### src/seconds_counter_calendar_alarm_top_macros.svh
// assertion helpers used by rtcca_ctrl
`ifndef SECONDS_COUNTER_CALENDAR_ALARM_TOP_MACROS_SVH
`define SECONDS_COUNTER_CALENDAR_ALARM_TOP_MACROS_SVH

// same-cycle implication, checked outside reset
`define RTCCA_ASSERT_IMPLIES(lbl, ante, cons, msg) \
  lbl: assert property (@(posedge clk) disable iff (rst) (ante) |-> (cons)) else $error(msg);

// next-cycle implication, checked outside reset
`define RTCCA_ASSERT_NEXT(lbl, ante, cons, msg) \
  lbl: assert property (@(posedge clk) disable iff (rst) (ante) |=> (cons)) else $error(msg);

`endif

### src/rtcca_pkg.sv
package rtcca_pkg;

  localparam logic [2:0] REQ_TICK     = 3'd0;
  localparam logic [2:0] REQ_READ     = 3'd1;
  localparam logic [2:0] REQ_SET_TIME = 3'd2;
  localparam logic [2:0] REQ_SET_DATE = 3'd3;
  localparam logic [2:0] REQ_CLEAR    = 3'd4;

  localparam logic [1:0] REG_TWELVE_HOUR  = 2'd0;
  localparam logic [1:0] REG_ALARM_ENABLE = 2'd1;
  localparam logic [1:0] REG_ALARM_HOUR   = 2'd2;
  localparam logic [1:0] REG_ALARM_MINUTE = 2'd3;

  localparam logic [16:0] SECS_PER_DAY  = 17'd86400;
  localparam logic [16:0] SECS_PER_HOUR = 17'd3600;
  localparam logic [16:0] SECS_PER_MIN  = 17'd60;

  // floor(2^32 / divisor) for each constant divisor
  localparam logic [31:0] RECIP_DAY  = 32'(64'd4294967296 / 64'd86400);
  localparam logic [31:0] RECIP_HOUR = 32'(64'd4294967296 / 64'd3600);
  localparam logic [31:0] RECIP_MIN  = 32'(64'd4294967296 / 64'd60);
  localparam logic [31:0] RECIP_1460 = 32'(64'd4294967296 / 64'd1460);
  localparam logic [31:0] RECIP_365  = 32'(64'd4294967296 / 64'd365);
  localparam logic [31:0] RECIP_7    = 32'(64'd4294967296 / 64'd7);

  // day count is kept relative to 1600-03-01, start of a 400-year cycle
  localparam logic [17:0] DAYS_PER_ERA = 18'd146097;
  localparam logic [17:0] ERA_OFFSET   = 18'd146037;
  localparam logic [17:0] LAST_DOE     = 18'd146096;
  localparam logic [11:0] BASE_YEAR    = 12'd1600;

  typedef enum logic [2:0] {
    DIV_DAYS,
    DIV_HOUR,
    DIV_MIN,
    DIV_Q1460,
    DIV_YEAR,
    DIV_WDAY
  } div_op_t;

  typedef struct packed {
    logic    load;
    logic    div_start;
    div_op_t div_sel;
    logic    dd_calc;
    logic    mul;
    logic    upd;
    logic    doy_calc;
    logic    fin;
  } dp_cmd_t;

  typedef struct packed {
    logic [2:0] req;
    logic       div_busy;
    logic       div_done;
  } dp_sts_t;

  typedef struct packed {
    logic       twelve_hour_mode;
    logic       alarm_enable;
    logic [4:0] alarm_hour;
    logic [5:0] alarm_minute;
  } cfg_t;

  typedef struct packed {
    logic        start;
    logic [31:0] dividend;
    logic [16:0] divisor;
    logic [31:0] recip;
  } div_req_t;

  typedef struct packed {
    logic        busy;
    logic        done;
    logic [31:0] quo;
    logic [16:0] rem;
  } div_rsp_t;

  // first day of year of each month, march-based year
  function automatic logic [8:0] month_start(input logic [3:0] mp);
    logic [8:0] r;
    case (mp)
      4'd0:    r = 9'd0;
      4'd1:    r = 9'd31;
      4'd2:    r = 9'd61;
      4'd3:    r = 9'd92;
      4'd4:    r = 9'd122;
      4'd5:    r = 9'd153;
      4'd6:    r = 9'd184;
      4'd7:    r = 9'd214;
      4'd8:    r = 9'd245;
      4'd9:    r = 9'd275;
      4'd10:   r = 9'd306;
      4'd11:   r = 9'd337;
      default: r = 9'd0;
    endcase
    return r;
  endfunction

endpackage

### src/seconds_counter_calendar_alarm_top.sv
// Seconds counter with a UTC calendar view and a sticky hour/minute alarm. Each transaction on
// the slave stream (s_tuser: 0 tick, 1 read, 2 set time, 3 set date, 4 clear alarm, others
// read) yields exactly one result transaction on the master stream with year, month, day,
// weekday, hour, minute, second, PM mark, alarm flag and raw count after the request. One item
// is handled at a time: the next input is taken only once the last result has been accepted.
// The view is built by six passes through a shared constant divider (reciprocal multiply,
// remainder, one correction step) for day split, hour, minute, two calendar divisions and
// weekday; a set time or set date first splits the old count there too. Registers on the APB
// port should be written only while the block is idle.
module seconds_counter_calendar_alarm_top (
  input  logic        clk,
  input  logic        rst,
  input  logic        psel,
  input  logic        penable,
  input  logic        pwrite,
  input  logic [3:0]  paddr,
  input  logic [31:0] pwdata,
  output logic [31:0] prdata,
  output logic        pready,
  input  logic        s_tvalid,
  output logic        s_tready,
  // set_hour, set_minute, set_second, set_year, set_month, set_day
  input  logic [39:0] s_tdata,
  // req_type
  input  logic [2:0]  s_tuser,
  output logic        m_tvalid,
  input  logic        m_tready,
  // full_year, month, day, weekday, shown_hour, minute, second, is_pm, alarm_fired,
  // seconds_count
  output logic [79:0] m_tdata
);

  rtcca_pkg::cfg_t    cfg;
  rtcca_pkg::dp_cmd_t cmd;
  rtcca_pkg::dp_sts_t sts;

  assign pready = 1'b1;

  always_ff @(posedge clk) begin
    if (rst) begin
      cfg <= '0;
    end else if (psel && penable && pwrite && pready) begin
      unique case (paddr[3:2])
        rtcca_pkg::REG_TWELVE_HOUR:  cfg.twelve_hour_mode <= pwdata[0];
        rtcca_pkg::REG_ALARM_ENABLE: cfg.alarm_enable <= pwdata[0];
        rtcca_pkg::REG_ALARM_HOUR:   cfg.alarm_hour <= pwdata[4:0];
        rtcca_pkg::REG_ALARM_MINUTE: cfg.alarm_minute <= pwdata[5:0];
        default: ;
      endcase
    end
  end

  always_comb begin
    unique case (paddr[3:2])
      rtcca_pkg::REG_TWELVE_HOUR:  prdata = {31'd0, cfg.twelve_hour_mode};
      rtcca_pkg::REG_ALARM_ENABLE: prdata = {31'd0, cfg.alarm_enable};
      rtcca_pkg::REG_ALARM_HOUR:   prdata = {27'd0, cfg.alarm_hour};
      rtcca_pkg::REG_ALARM_MINUTE: prdata = {26'd0, cfg.alarm_minute};
      default:                     prdata = 32'd0;
    endcase
  end

  rtcca_ctrl u_ctrl (
    .clk      (clk),
    .rst      (rst),
    .s_tvalid (s_tvalid),
    .s_tready (s_tready),
    .m_tvalid (m_tvalid),
    .m_tready (m_tready),
    .cmd      (cmd),
    .sts      (sts)
  );

  rtcca_dp u_dp (
    .clk       (clk),
    .rst       (rst),
    .cmd       (cmd),
    .sts       (sts),
    .cfg       (cfg),
    .in_tdata  (s_tdata),
    .in_tuser  (s_tuser),
    .out_tdata (m_tdata)
  );

endmodule

### src/rtcca_div.sv
module rtcca_div (
  input  logic                clk,
  input  logic                rst,
  input  rtcca_pkg::div_req_t req,
  output rtcca_pkg::div_rsp_t rsp
);

  logic        busy;
  logic        done;
  logic [1:0]  step;
  logic [31:0] dvd;
  logic [16:0] divisor;
  logic [31:0] recip;
  logic [63:0] prod;
  logic [31:0] q_est;
  logic [31:0] r_est;
  logic [31:0] quo;
  logic [16:0] rem;

  // recip is floor(2^32 / divisor), so the estimate is low by at most one
  assign prod = 64'(dvd) * 64'(recip);

  always_ff @(posedge clk) begin
    if (rst) begin
      busy <= 1'b0;
      done <= 1'b0;
      step <= 2'd0;
    end else begin
      done <= 1'b0;
      if (req.start) begin
        busy <= 1'b1;
        step <= 2'd0;
      end else if (busy) begin
        step <= step + 2'd1;
        if (step == 2'd2) begin
          busy <= 1'b0;
          done <= 1'b1;
        end
      end
    end
  end

  // reciprocal estimate, remainder, one correction step
  always_ff @(posedge clk) begin
    if (req.start) begin
      dvd     <= req.dividend;
      divisor <= req.divisor;
      recip   <= req.recip;
    end else if (busy) begin
      case (step)
        2'd0: q_est <= prod[63:32];
        2'd1: r_est <= dvd - q_est * 32'(divisor);
        default: begin
          if (r_est >= 32'(divisor)) begin
            quo <= q_est + 32'd1;
            rem <= 17'(r_est - 32'(divisor));
          end else begin
            quo <= q_est;
            rem <= r_est[16:0];
          end
        end
      endcase
    end
  end

  assign rsp.busy = busy;
  assign rsp.done = done;
  assign rsp.quo  = quo;
  assign rsp.rem  = rem;

endmodule

### src/rtcca_dp.sv
module rtcca_dp (
  input  logic               clk,
  input  logic               rst,
  input  rtcca_pkg::dp_cmd_t cmd,
  output rtcca_pkg::dp_sts_t sts,
  input  rtcca_pkg::cfg_t    cfg,
  input  logic [39:0]        in_tdata,
  input  logic [2:0]         in_tuser,
  output logic [79:0]        out_tdata
);

  logic [2:0]  req_r;
  logic [4:0]  set_hour_r;
  logic [5:0]  set_minute_r;
  logic [5:0]  set_second_r;
  logic [6:0]  set_year_r;
  logic [3:0]  set_month_r;
  logic [4:0]  set_day_r;

  logic [31:0] count;
  logic        flag;
  logic        flag_next;

  logic [15:0] days_r;
  logic [16:0] tod_r;
  logic [4:0]  hour_r;
  logic [11:0] r3600;
  logic [5:0]  min_r;
  logic [5:0]  sec_r;
  logic [6:0]  q1460;
  logic [8:0]  yoe_r;
  logic [2:0]  wday_r;
  logic [8:0]  doy_r;
  logic [17:0] doe_r;
  logic        era_r;

  logic signed [19:0] dd_r;
  logic signed [19:0] dd_next;
  logic [31:0] prod_r;
  logic signed [19:0] mul_a;
  logic signed [37:0] mprod;
  logic [16:0] hms;

  logic [3:0]  mo;
  logic [3:0]  mpd;
  logic [9:0]  ya;
  logic [2:0]  y100;
  logic [19:0] pos;
  logic [19:0] neg;

  logic [17:0] z;
  logic        era;
  logic [17:0] doe;
  logic [2:0]  c36524;
  logic [17:0] xdiv;
  logic [1:0]  yq100;
  logic [17:0] doy_full;

  logic [3:0]  mp;
  logic [4:0]  dom;
  logic [3:0]  mon;
  logic [11:0] year;
  logic        pm;
  logic [4:0]  hs;
  logic        hit;

  rtcca_pkg::div_req_t divq;
  rtcca_pkg::div_rsp_t divs;

  rtcca_div u_div (
    .clk (clk),
    .rst (rst),
    .req (divq),
    .rsp (divs)
  );

  assign sts.req      = req_r;
  assign sts.div_busy = divs.busy;
  assign sts.div_done = divs.done;

  always_ff @(posedge clk) begin
    if (cmd.load) begin
      req_r        <= in_tuser;
      set_hour_r   <= in_tdata[4:0];
      set_minute_r <= in_tdata[10:5];
      set_second_r <= in_tdata[16:11];
      set_year_r   <= in_tdata[23:17];
      set_month_r  <= in_tdata[27:24];
      set_day_r    <= in_tdata[32:28];
    end
  end

  // days since 2000-01-01 of the requested date, may be negative
  always_comb begin
    mo = set_month_r;
    ya = 10'd400 + 10'(set_year_r);
    if (mo == 4'd0) begin
      mo = 4'd12;
      ya = ya - 10'd1;
    end else if (mo > 4'd12) begin
      mo = mo - 4'd12;
      ya = ya + 10'd1;
    end
    if (mo <= 4'd2) begin
      ya  = ya - 10'd1;
      mpd = mo + 4'd9;
    end else begin
      mpd = mo - 4'd3;
    end
    if (ya >= 10'd500)      y100 = 3'd5;
    else if (ya >= 10'd400) y100 = 3'd4;
    else if (ya >= 10'd300) y100 = 3'd3;
    else if (ya >= 10'd200) y100 = 3'd2;
    else if (ya >= 10'd100) y100 = 3'd1;
    else                    y100 = 3'd0;
    pos = 20'(ya) * 20'd365 + 20'(ya[9:2]) + 20'(ya >= 10'd400)
          + 20'(rtcca_pkg::month_start(mpd)) + 20'(set_day_r);
    neg = 20'(y100) + 20'd1 + 20'(rtcca_pkg::ERA_OFFSET);
    dd_next = $signed(pos - neg);
  end

  assign hms = 17'(set_hour_r) * rtcca_pkg::SECS_PER_HOUR
             + 17'(set_minute_r) * rtcca_pkg::SECS_PER_MIN + 17'(set_second_r);

  assign mul_a = (req_r == rtcca_pkg::REQ_SET_TIME) ? $signed({4'd0, days_r}) : dd_r;
  assign mprod = 38'(mul_a) * 38'($signed({1'b0, rtcca_pkg::SECS_PER_DAY}));

  always_ff @(posedge clk) begin
    if (cmd.dd_calc) dd_r <= dd_next;
    if (cmd.mul)     prod_r <= mprod[31:0];
  end

  // position inside the 400-year cycle
  assign z   = 18'(days_r) + rtcca_pkg::ERA_OFFSET;
  assign era = z >= rtcca_pkg::DAYS_PER_ERA;
  assign doe = era ? z - rtcca_pkg::DAYS_PER_ERA : z;

  always_ff @(posedge clk) begin
    doe_r <= doe;
    era_r <= era;
  end

  always_comb begin
    if (doe_r >= 18'd146096)     c36524 = 3'd4;
    else if (doe_r >= 18'd109572) c36524 = 3'd3;
    else if (doe_r >= 18'd73048)  c36524 = 3'd2;
    else if (doe_r >= 18'd36524)  c36524 = 3'd1;
    else                          c36524 = 3'd0;
    xdiv = doe_r - 18'(q1460) + 18'(c36524) - 18'(doe_r == rtcca_pkg::LAST_DOE);
    if (yoe_r >= 9'd300)      yq100 = 2'd3;
    else if (yoe_r >= 9'd200) yq100 = 2'd2;
    else if (yoe_r >= 9'd100) yq100 = 2'd1;
    else                      yq100 = 2'd0;
    doy_full = doe_r - 18'(yoe_r) * 18'd365 - 18'(yoe_r[8:2]) + 18'(yq100);
  end

  always_comb begin
    divq.start = cmd.div_start;
    case (cmd.div_sel)
      rtcca_pkg::DIV_HOUR: begin
        divq.dividend = 32'(tod_r);
        divq.divisor  = rtcca_pkg::SECS_PER_HOUR;
        divq.recip    = rtcca_pkg::RECIP_HOUR;
      end
      rtcca_pkg::DIV_MIN: begin
        divq.dividend = 32'(r3600);
        divq.divisor  = rtcca_pkg::SECS_PER_MIN;
        divq.recip    = rtcca_pkg::RECIP_MIN;
      end
      rtcca_pkg::DIV_Q1460: begin
        divq.dividend = 32'(doe_r);
        divq.divisor  = 17'd1460;
        divq.recip    = rtcca_pkg::RECIP_1460;
      end
      rtcca_pkg::DIV_YEAR: begin
        divq.dividend = 32'(xdiv);
        divq.divisor  = 17'd365;
        divq.recip    = rtcca_pkg::RECIP_365;
      end
      rtcca_pkg::DIV_WDAY: begin
        divq.dividend = 32'(days_r) + 32'd6;
        divq.divisor  = 17'd7;
        divq.recip    = rtcca_pkg::RECIP_7;
      end
      default: begin
        divq.dividend = count;
        divq.divisor  = rtcca_pkg::SECS_PER_DAY;
        divq.recip    = rtcca_pkg::RECIP_DAY;
      end
    endcase
  end

  always_ff @(posedge clk) begin
    if (divs.done) begin
      case (cmd.div_sel)
        rtcca_pkg::DIV_HOUR: begin
          hour_r <= divs.quo[4:0];
          r3600  <= divs.rem[11:0];
        end
        rtcca_pkg::DIV_MIN: begin
          min_r <= divs.quo[5:0];
          sec_r <= divs.rem[5:0];
        end
        rtcca_pkg::DIV_Q1460: q1460 <= divs.quo[6:0];
        rtcca_pkg::DIV_YEAR:  yoe_r <= divs.quo[8:0];
        rtcca_pkg::DIV_WDAY:  wday_r <= divs.rem[2:0];
        default: begin
          days_r <= divs.quo[15:0];
          tod_r  <= divs.rem;
        end
      endcase
    end
    if (cmd.doy_calc) doy_r <= doy_full[8:0];
  end

  // calendar view and alarm of the new count
  always_comb begin
    mp = 4'd0;
    for (int k = 1; k < 12; k++) begin
      if (doy_r >= rtcca_pkg::month_start(4'(k))) mp = 4'(k);
    end
    dom  = 5'(doy_r - rtcca_pkg::month_start(mp) + 9'd1);
    mon  = (mp < 4'd10) ? mp + 4'd3 : mp - 4'd9;
    year = rtcca_pkg::BASE_YEAR + (era_r ? 12'd400 : 12'd0) + 12'(yoe_r)
         + 12'(mon <= 4'd2);
    if (cfg.twelve_hour_mode) begin
      pm = hour_r >= 5'd12;
      if (hour_r == 5'd0)       hs = 5'd12;
      else if (hour_r > 5'd12)  hs = hour_r - 5'd12;
      else                      hs = hour_r;
    end else begin
      pm = 1'b0;
      hs = hour_r;
    end
    hit = cfg.alarm_enable && hour_r == cfg.alarm_hour && min_r == cfg.alarm_minute
          && sec_r == 6'd0;
    flag_next = flag | (hit && req_r != rtcca_pkg::REQ_CLEAR);
  end

  always_ff @(posedge clk) begin
    if (rst) begin
      count <= 32'd0;
      flag  <= 1'b0;
    end else begin
      if (cmd.upd) begin
        case (req_r)
          rtcca_pkg::REQ_TICK:     count <= count + 32'd1;
          rtcca_pkg::REQ_SET_TIME: count <= prod_r + 32'(hms);
          rtcca_pkg::REQ_SET_DATE: count <= prod_r + 32'(tod_r);
          rtcca_pkg::REQ_CLEAR:    flag <= 1'b0;
          default: ;
        endcase
      end
      if (cmd.fin) flag <= flag_next;
    end
  end

  always_ff @(posedge clk) begin
    if (cmd.fin) begin
      out_tdata <= {5'd0, count, flag_next, pm, sec_r, min_r, hs, wday_r, dom, mon, year};
    end
  end

endmodule

### src/rtcca_ctrl.sv
`include "seconds_counter_calendar_alarm_top_macros.svh"

module rtcca_ctrl (
  input  logic               clk,
  input  logic               rst,
  input  logic               s_tvalid,
  output logic               s_tready,
  output logic               m_tvalid,
  input  logic               m_tready,
  output rtcca_pkg::dp_cmd_t cmd,
  input  rtcca_pkg::dp_sts_t sts
);

  typedef enum logic [14:0] {
    S_IDLE  = 15'b000000000000001,
    S_DISP  = 15'b000000000000010,
    S_OLD   = 15'b000000000000100,
    S_DDAY  = 15'b000000000001000,
    S_MUL   = 15'b000000000010000,
    S_UPD   = 15'b000000000100000,
    S_DAYS  = 15'b000000001000000,
    S_HOUR  = 15'b000000010000000,
    S_MIN   = 15'b000000100000000,
    S_Q1460 = 15'b000001000000000,
    S_YEAR  = 15'b000010000000000,
    S_DOY   = 15'b000100000000000,
    S_WDAY  = 15'b001000000000000,
    S_FIN   = 15'b010000000000000,
    S_OUT   = 15'b100000000000000
  } state_t;

  state_t state;
  state_t state_next;
  logic   div_go;

  assign div_go = !sts.div_busy && !sts.div_done;

  always_ff @(posedge clk) begin
    if (rst) begin
      state <= S_IDLE;
    end else begin
      state <= state_next;
    end
  end

  always_comb begin
    state_next = state;
    cmd        = '0;
    cmd.div_sel = rtcca_pkg::DIV_DAYS;
    unique case (state)
      S_IDLE: begin
        cmd.load = s_tvalid;
        if (s_tvalid) state_next = S_DISP;
      end
      S_DISP: begin
        if (sts.req == rtcca_pkg::REQ_SET_TIME || sts.req == rtcca_pkg::REQ_SET_DATE) begin
          state_next = S_OLD;
        end else begin
          state_next = S_UPD;
        end
      end
      S_OLD: begin
        cmd.div_start = div_go;
        if (sts.div_done) begin
          state_next = (sts.req == rtcca_pkg::REQ_SET_DATE) ? S_DDAY : S_MUL;
        end
      end
      S_DDAY: begin
        cmd.dd_calc = 1'b1;
        state_next  = S_MUL;
      end
      S_MUL: begin
        cmd.mul    = 1'b1;
        state_next = S_UPD;
      end
      S_UPD: begin
        cmd.upd    = 1'b1;
        state_next = S_DAYS;
      end
      S_DAYS: begin
        cmd.div_start = div_go;
        if (sts.div_done) state_next = S_HOUR;
      end
      S_HOUR: begin
        cmd.div_sel   = rtcca_pkg::DIV_HOUR;
        cmd.div_start = div_go;
        if (sts.div_done) state_next = S_MIN;
      end
      S_MIN: begin
        cmd.div_sel   = rtcca_pkg::DIV_MIN;
        cmd.div_start = div_go;
        if (sts.div_done) state_next = S_Q1460;
      end
      S_Q1460: begin
        cmd.div_sel   = rtcca_pkg::DIV_Q1460;
        cmd.div_start = div_go;
        if (sts.div_done) state_next = S_YEAR;
      end
      S_YEAR: begin
        cmd.div_sel   = rtcca_pkg::DIV_YEAR;
        cmd.div_start = div_go;
        if (sts.div_done) state_next = S_DOY;
      end
      S_DOY: begin
        cmd.doy_calc = 1'b1;
        state_next   = S_WDAY;
      end
      S_WDAY: begin
        cmd.div_sel   = rtcca_pkg::DIV_WDAY;
        cmd.div_start = div_go;
        if (sts.div_done) state_next = S_FIN;
      end
      S_FIN: begin
        cmd.fin    = 1'b1;
        state_next = S_OUT;
      end
      S_OUT: begin
        if (m_tready) state_next = S_IDLE;
      end
      default: state_next = S_IDLE;
    endcase
  end

  assign s_tready = (state == S_IDLE);
  assign m_tvalid = (state == S_OUT);

  `RTCCA_ASSERT_NEXT(a_one_item, s_tvalid && s_tready, !s_tready, "second item taken while busy")
  `RTCCA_ASSERT_NEXT(a_back_idle, m_tvalid && m_tready, s_tready, "no return to idle after result")
  `RTCCA_ASSERT_NEXT(a_div_runs, cmd.div_start, sts.div_busy, "divider did not start")
  `RTCCA_ASSERT_IMPLIES(a_done_owned, sts.div_done,
    state == S_OLD || state == S_DAYS || state == S_HOUR || state == S_MIN ||
    state == S_Q1460 || state == S_YEAR || state == S_WDAY, "divider result with no owner")

endmodule

### config.mk
export PLATFORM = sky130hd
export DESIGN_NAME = seconds_counter_calendar_alarm_top
export DESIGN_NICKNAME = d
export VERILOG_FILES = /design/src/rtcca_pkg.sv /design/src/seconds_counter_calendar_alarm_top.sv /design/src/rtcca_div.sv /design/src/rtcca_dp.sv /design/src/rtcca_ctrl.sv
export VERILOG_INCLUDE_DIRS = /design/src /design/src/src
export SDC_FILE = /design/constraint.sdc
export NUM_CORES = 2
export LEC_CHECK = 0
export ABC_AREA = 1
export BUFFER_PORTS_ARGS = -buffer_cell sky130_fd_sc_hd__buf_2
export CAP_MARGIN = 20
export CORE_UTILIZATION = 65
export CTS_CLUSTER_DIAMETER = 50
export DETAILED_ROUTE_END_ITERATION = 10
export PLACE_DENSITY = 0.82
export SYNTH_ARGS = -nofsm -noshare
export SYNTH_HDL_FRONTEND = slang
export SYNTH_HIERARCHICAL = 1
export SYNTH_SLANG_ARGS = --single-unit
### constraint.sdc
create_clock -name clk -period 9 [get_ports clk]
set_input_delay 1.8 -clock clk [delete_from_list [all_inputs] [get_ports clk]]
set_output_delay 1.8 -clock clk [all_outputs]
set_load 0.05 [all_outputs]
==> impl_metrics.json <==
{
  "cts_buffer_depth": 3,
  "routedWlPerCell_um": 20.02,
  "outcome": "finished clean",
  "vias": 68430,
  "final_hold_viol_count": 0,
  "fmax_mhz": 123.8,
  "clk_latency_ns": 0.69,
  "required_ns": 9.44,
  "syn_inst": 10360,
  "cts_sinks": 508,
  "regToRegSetupSlack_ns": 0.92,
  "drv_slew": 0,
  "syn_to_final_growth_pct": 6.272,
  "tightest_slew_ns": 1.258,
  "grt.total_usage_pct": 38.08,
  "die_h_um": 362.4,
  "start_kind": "register",
  "nFillCells": 9970,
  "end_kind": "register",
  "drt_iter0_markers": 7089,
  "rows": 131,
  "antenna_found_initial": 7,
  "avgSynthCellArea_sq_um": 8.151,
  "root_buffer": "clkbuf_16",
  "cts.clk_slew.worst_paths_ns": 0.06,
  "cts_resized": 0,
  "cp.arrival_ns": 8.52,
  "first_pass_iters": 6,
  "fp.dieArea_sq_um": 131300,
  "slew_headroom_pct": 16.12,
  "cts_buffers": 74,
  "max_cap_violations": 0,
  "dieWidth_um": 362.4,
  "io_pins": 201,
  "setup_tns_ns": 0,
  "gp_congestion": 1.023,
  "setup_viol": 0,
  "r2r_cells": 21,
  "fin_worst_skew_ns": 0.05943,
  "post_cts_buffers": 0,
  "fin_crit_ns": 8.077,
  "postCtsHoldBufs": 0,
  "wl_um": 243400,
  "cp-startpoint": "u_dp/u_div/dvd[16]",
  "dpl.hpwl_um": 193800,
  "r2r_start": "u_dp/u_div/dvd[16]",
  "core_sq_um": 128200,
  "synth_warnings": 6,
  "port-buffer-count": 133,
  "drive_gt1_share_pct": 5.130,
  "min_path_type": "reg2reg",
  "viasPerCell": 5.628,
  "grt_pass1_vias": 71570,
  "overflow": 0,
  "timing.final.crit_share_pct": 89.75,
  "htreeDepth": 3,
  "ant_nets": 0,
  "drc_errors": 0,
  "cp_max_fo": 19,
  "r2r-end": "u_dp/u_div/q_est[24]",
  "final_nets": 12570,
  "grt_pass1_wl_um": 385500,
  "crit_type": "reg2reg",
  "syn_area_sq_um": 84420,
  "crit_end": "u_dp/u_div/q_est[24]",
  "initial_utilization_pct": 65.86,
  "cts_tree": "done",
  "rsz0062_at_grt": "false",
  "grt_max_degree": 84
}
-- flip-flops by register name (all words and copies together), names as in the netlist, 18 cells and up --
signal / count
u_dp/out_tdata: 75
u_dp/count: 32
u_dp/dd_r: 20
u_dp/prod_r: 25
u_dp/u_div/dvd: 32
u_dp/u_div/r_est: 32
u_dp/u_div/recip: 32
u_dp/u_div/q_est: 32
u_dp/doe_r: 18
-- layer usage --
layer,track usage [%],up-vias,share of wire (%)
li1,-,30610,-
met1,48.75,32940,37
met2,60.43,3911,45
met3,9.587,954,12
met4,18.77,10,5.8
met5,0,-,0.042
-- per-stage QoR --
| stage | area, sq um | worst slack [ns] | hold slack (ns) | instances | util, % |
|---|---|---|---|---|---|
| 6_report | 89720 | 0.9228 | 0.4155 | 12160 | 70.00 |
| 5_1_grt | 89710 | 0.6413 | 0.4187 | 12160 | 69.99 |
| 4_1_cts | 89420 | 0.9869 | 0.4105 | 12150 | 69.77 |
| 3_5_place_dp | 86790 | 1.031 | 0.4054 | 12010 | 67.71 |
| 3_3_place_gp | 86710 | 0.9503 | 0.4019 | 12010 | 67.65 |
| 2_1_floorplan | 84560 | 2.195 | 0.4003 | 10390 | - |
-- area by class of cell --
| class | count | area [sq um] | area share, % |
|---|---|---|---|
| timing repair buffer | 274 | 1982 | 2.209 |
| tap | 1729 | 2163 | 2.411 |
| multi-input combinational | 6649 | 57780 | 64.40 |
| clock buffer | 84 | 1899 | 2.117 |
| antenna | 2 | 5.005 | 0.005578 |
| clock inverter | 53 | 733.2 | 0.8172 |
| sequential | 508 | 14410 | 16.07 |
| inverter | 2861 | 10740 | 11.97 |
-- critical path, stage by stage, from the launching register on --
cell	delay, ns
edfxtp_1	1.09
buf_4	0.49
nand2_1	0.13
fa_1	0.56
inv_1	0.06
fa_1	0.56
fa_1	0.61
fa_1	0.44
fa_1	0.53
fa_1	0.52
fa_1	0.51
ha_1	0.33
ha_1	0.41
nand2_1	0.15
nor2_1	0.13
inv_1	0.09
nor2_1	0.14
inv_1	0.11
nor3_1	0.41
nand3_1	0.32
nand3_1	0.18
nand2_1	0.06
-- cell usage in the layout (no fill, tap or decap), types with 10 or more instances in the layout --
cell,count
inv_1,2843
nand2_1,2456
fa_1,1389
ha_1,723
nor2_1,481
edfxtp_1,424
a21oi_1,316
o21ai_0,252
nand3_1,250
xor2_1,134
buf_2,133
buf_4,127
dfxtp_1,84
clkbuf_16,74
xnor2_1,73
nor3_1,67
nand4_1,59
conb_1,40
a31oi_1,37
nand2_2,35
o21bai_1,33
o21ai_1,28
o211ai_1,25
a21o_1,24
nor4_1,18
nor2_2,15
nor2_4,13
o21ai_2,13
a221oi_1,13
inv_2,12
nand3b_1,12
or2_2,11
a22oi_1,11
buf_16,11
inv_6,10
nand2_4,10
a21boi_0,10
-- how the worst min path moves through the flow --
stage | startpoint | endpoint | slack [ns] | cells past startpoint
2_1_floorplan | u_dp/u_div/quo[10] | u_dp/days_r[10] | 0.40 | 0
3_3_place_gp | u_dp/u_div/quo[13] | u_dp/days_r[13] | 0.40 | 0
3_5_place_dp | u_dp/u_div/quo[15] | u_dp/days_r[15] | 0.41 | 0
4_1_cts | u_dp/u_div/quo[15] | u_dp/days_r[15] | 0.41 | 0
5_1_grt | u_dp/u_div/quo[15] | u_dp/days_r[15] | 0.42 | 0
6_report | u_dp/u_div/quo[15] | u_dp/days_r[15] | 0.42 | 0
Power is left out: the tool's default activity adds up to more than one toggle a clock period on the data nets, which glitch-free logic cannot reach.
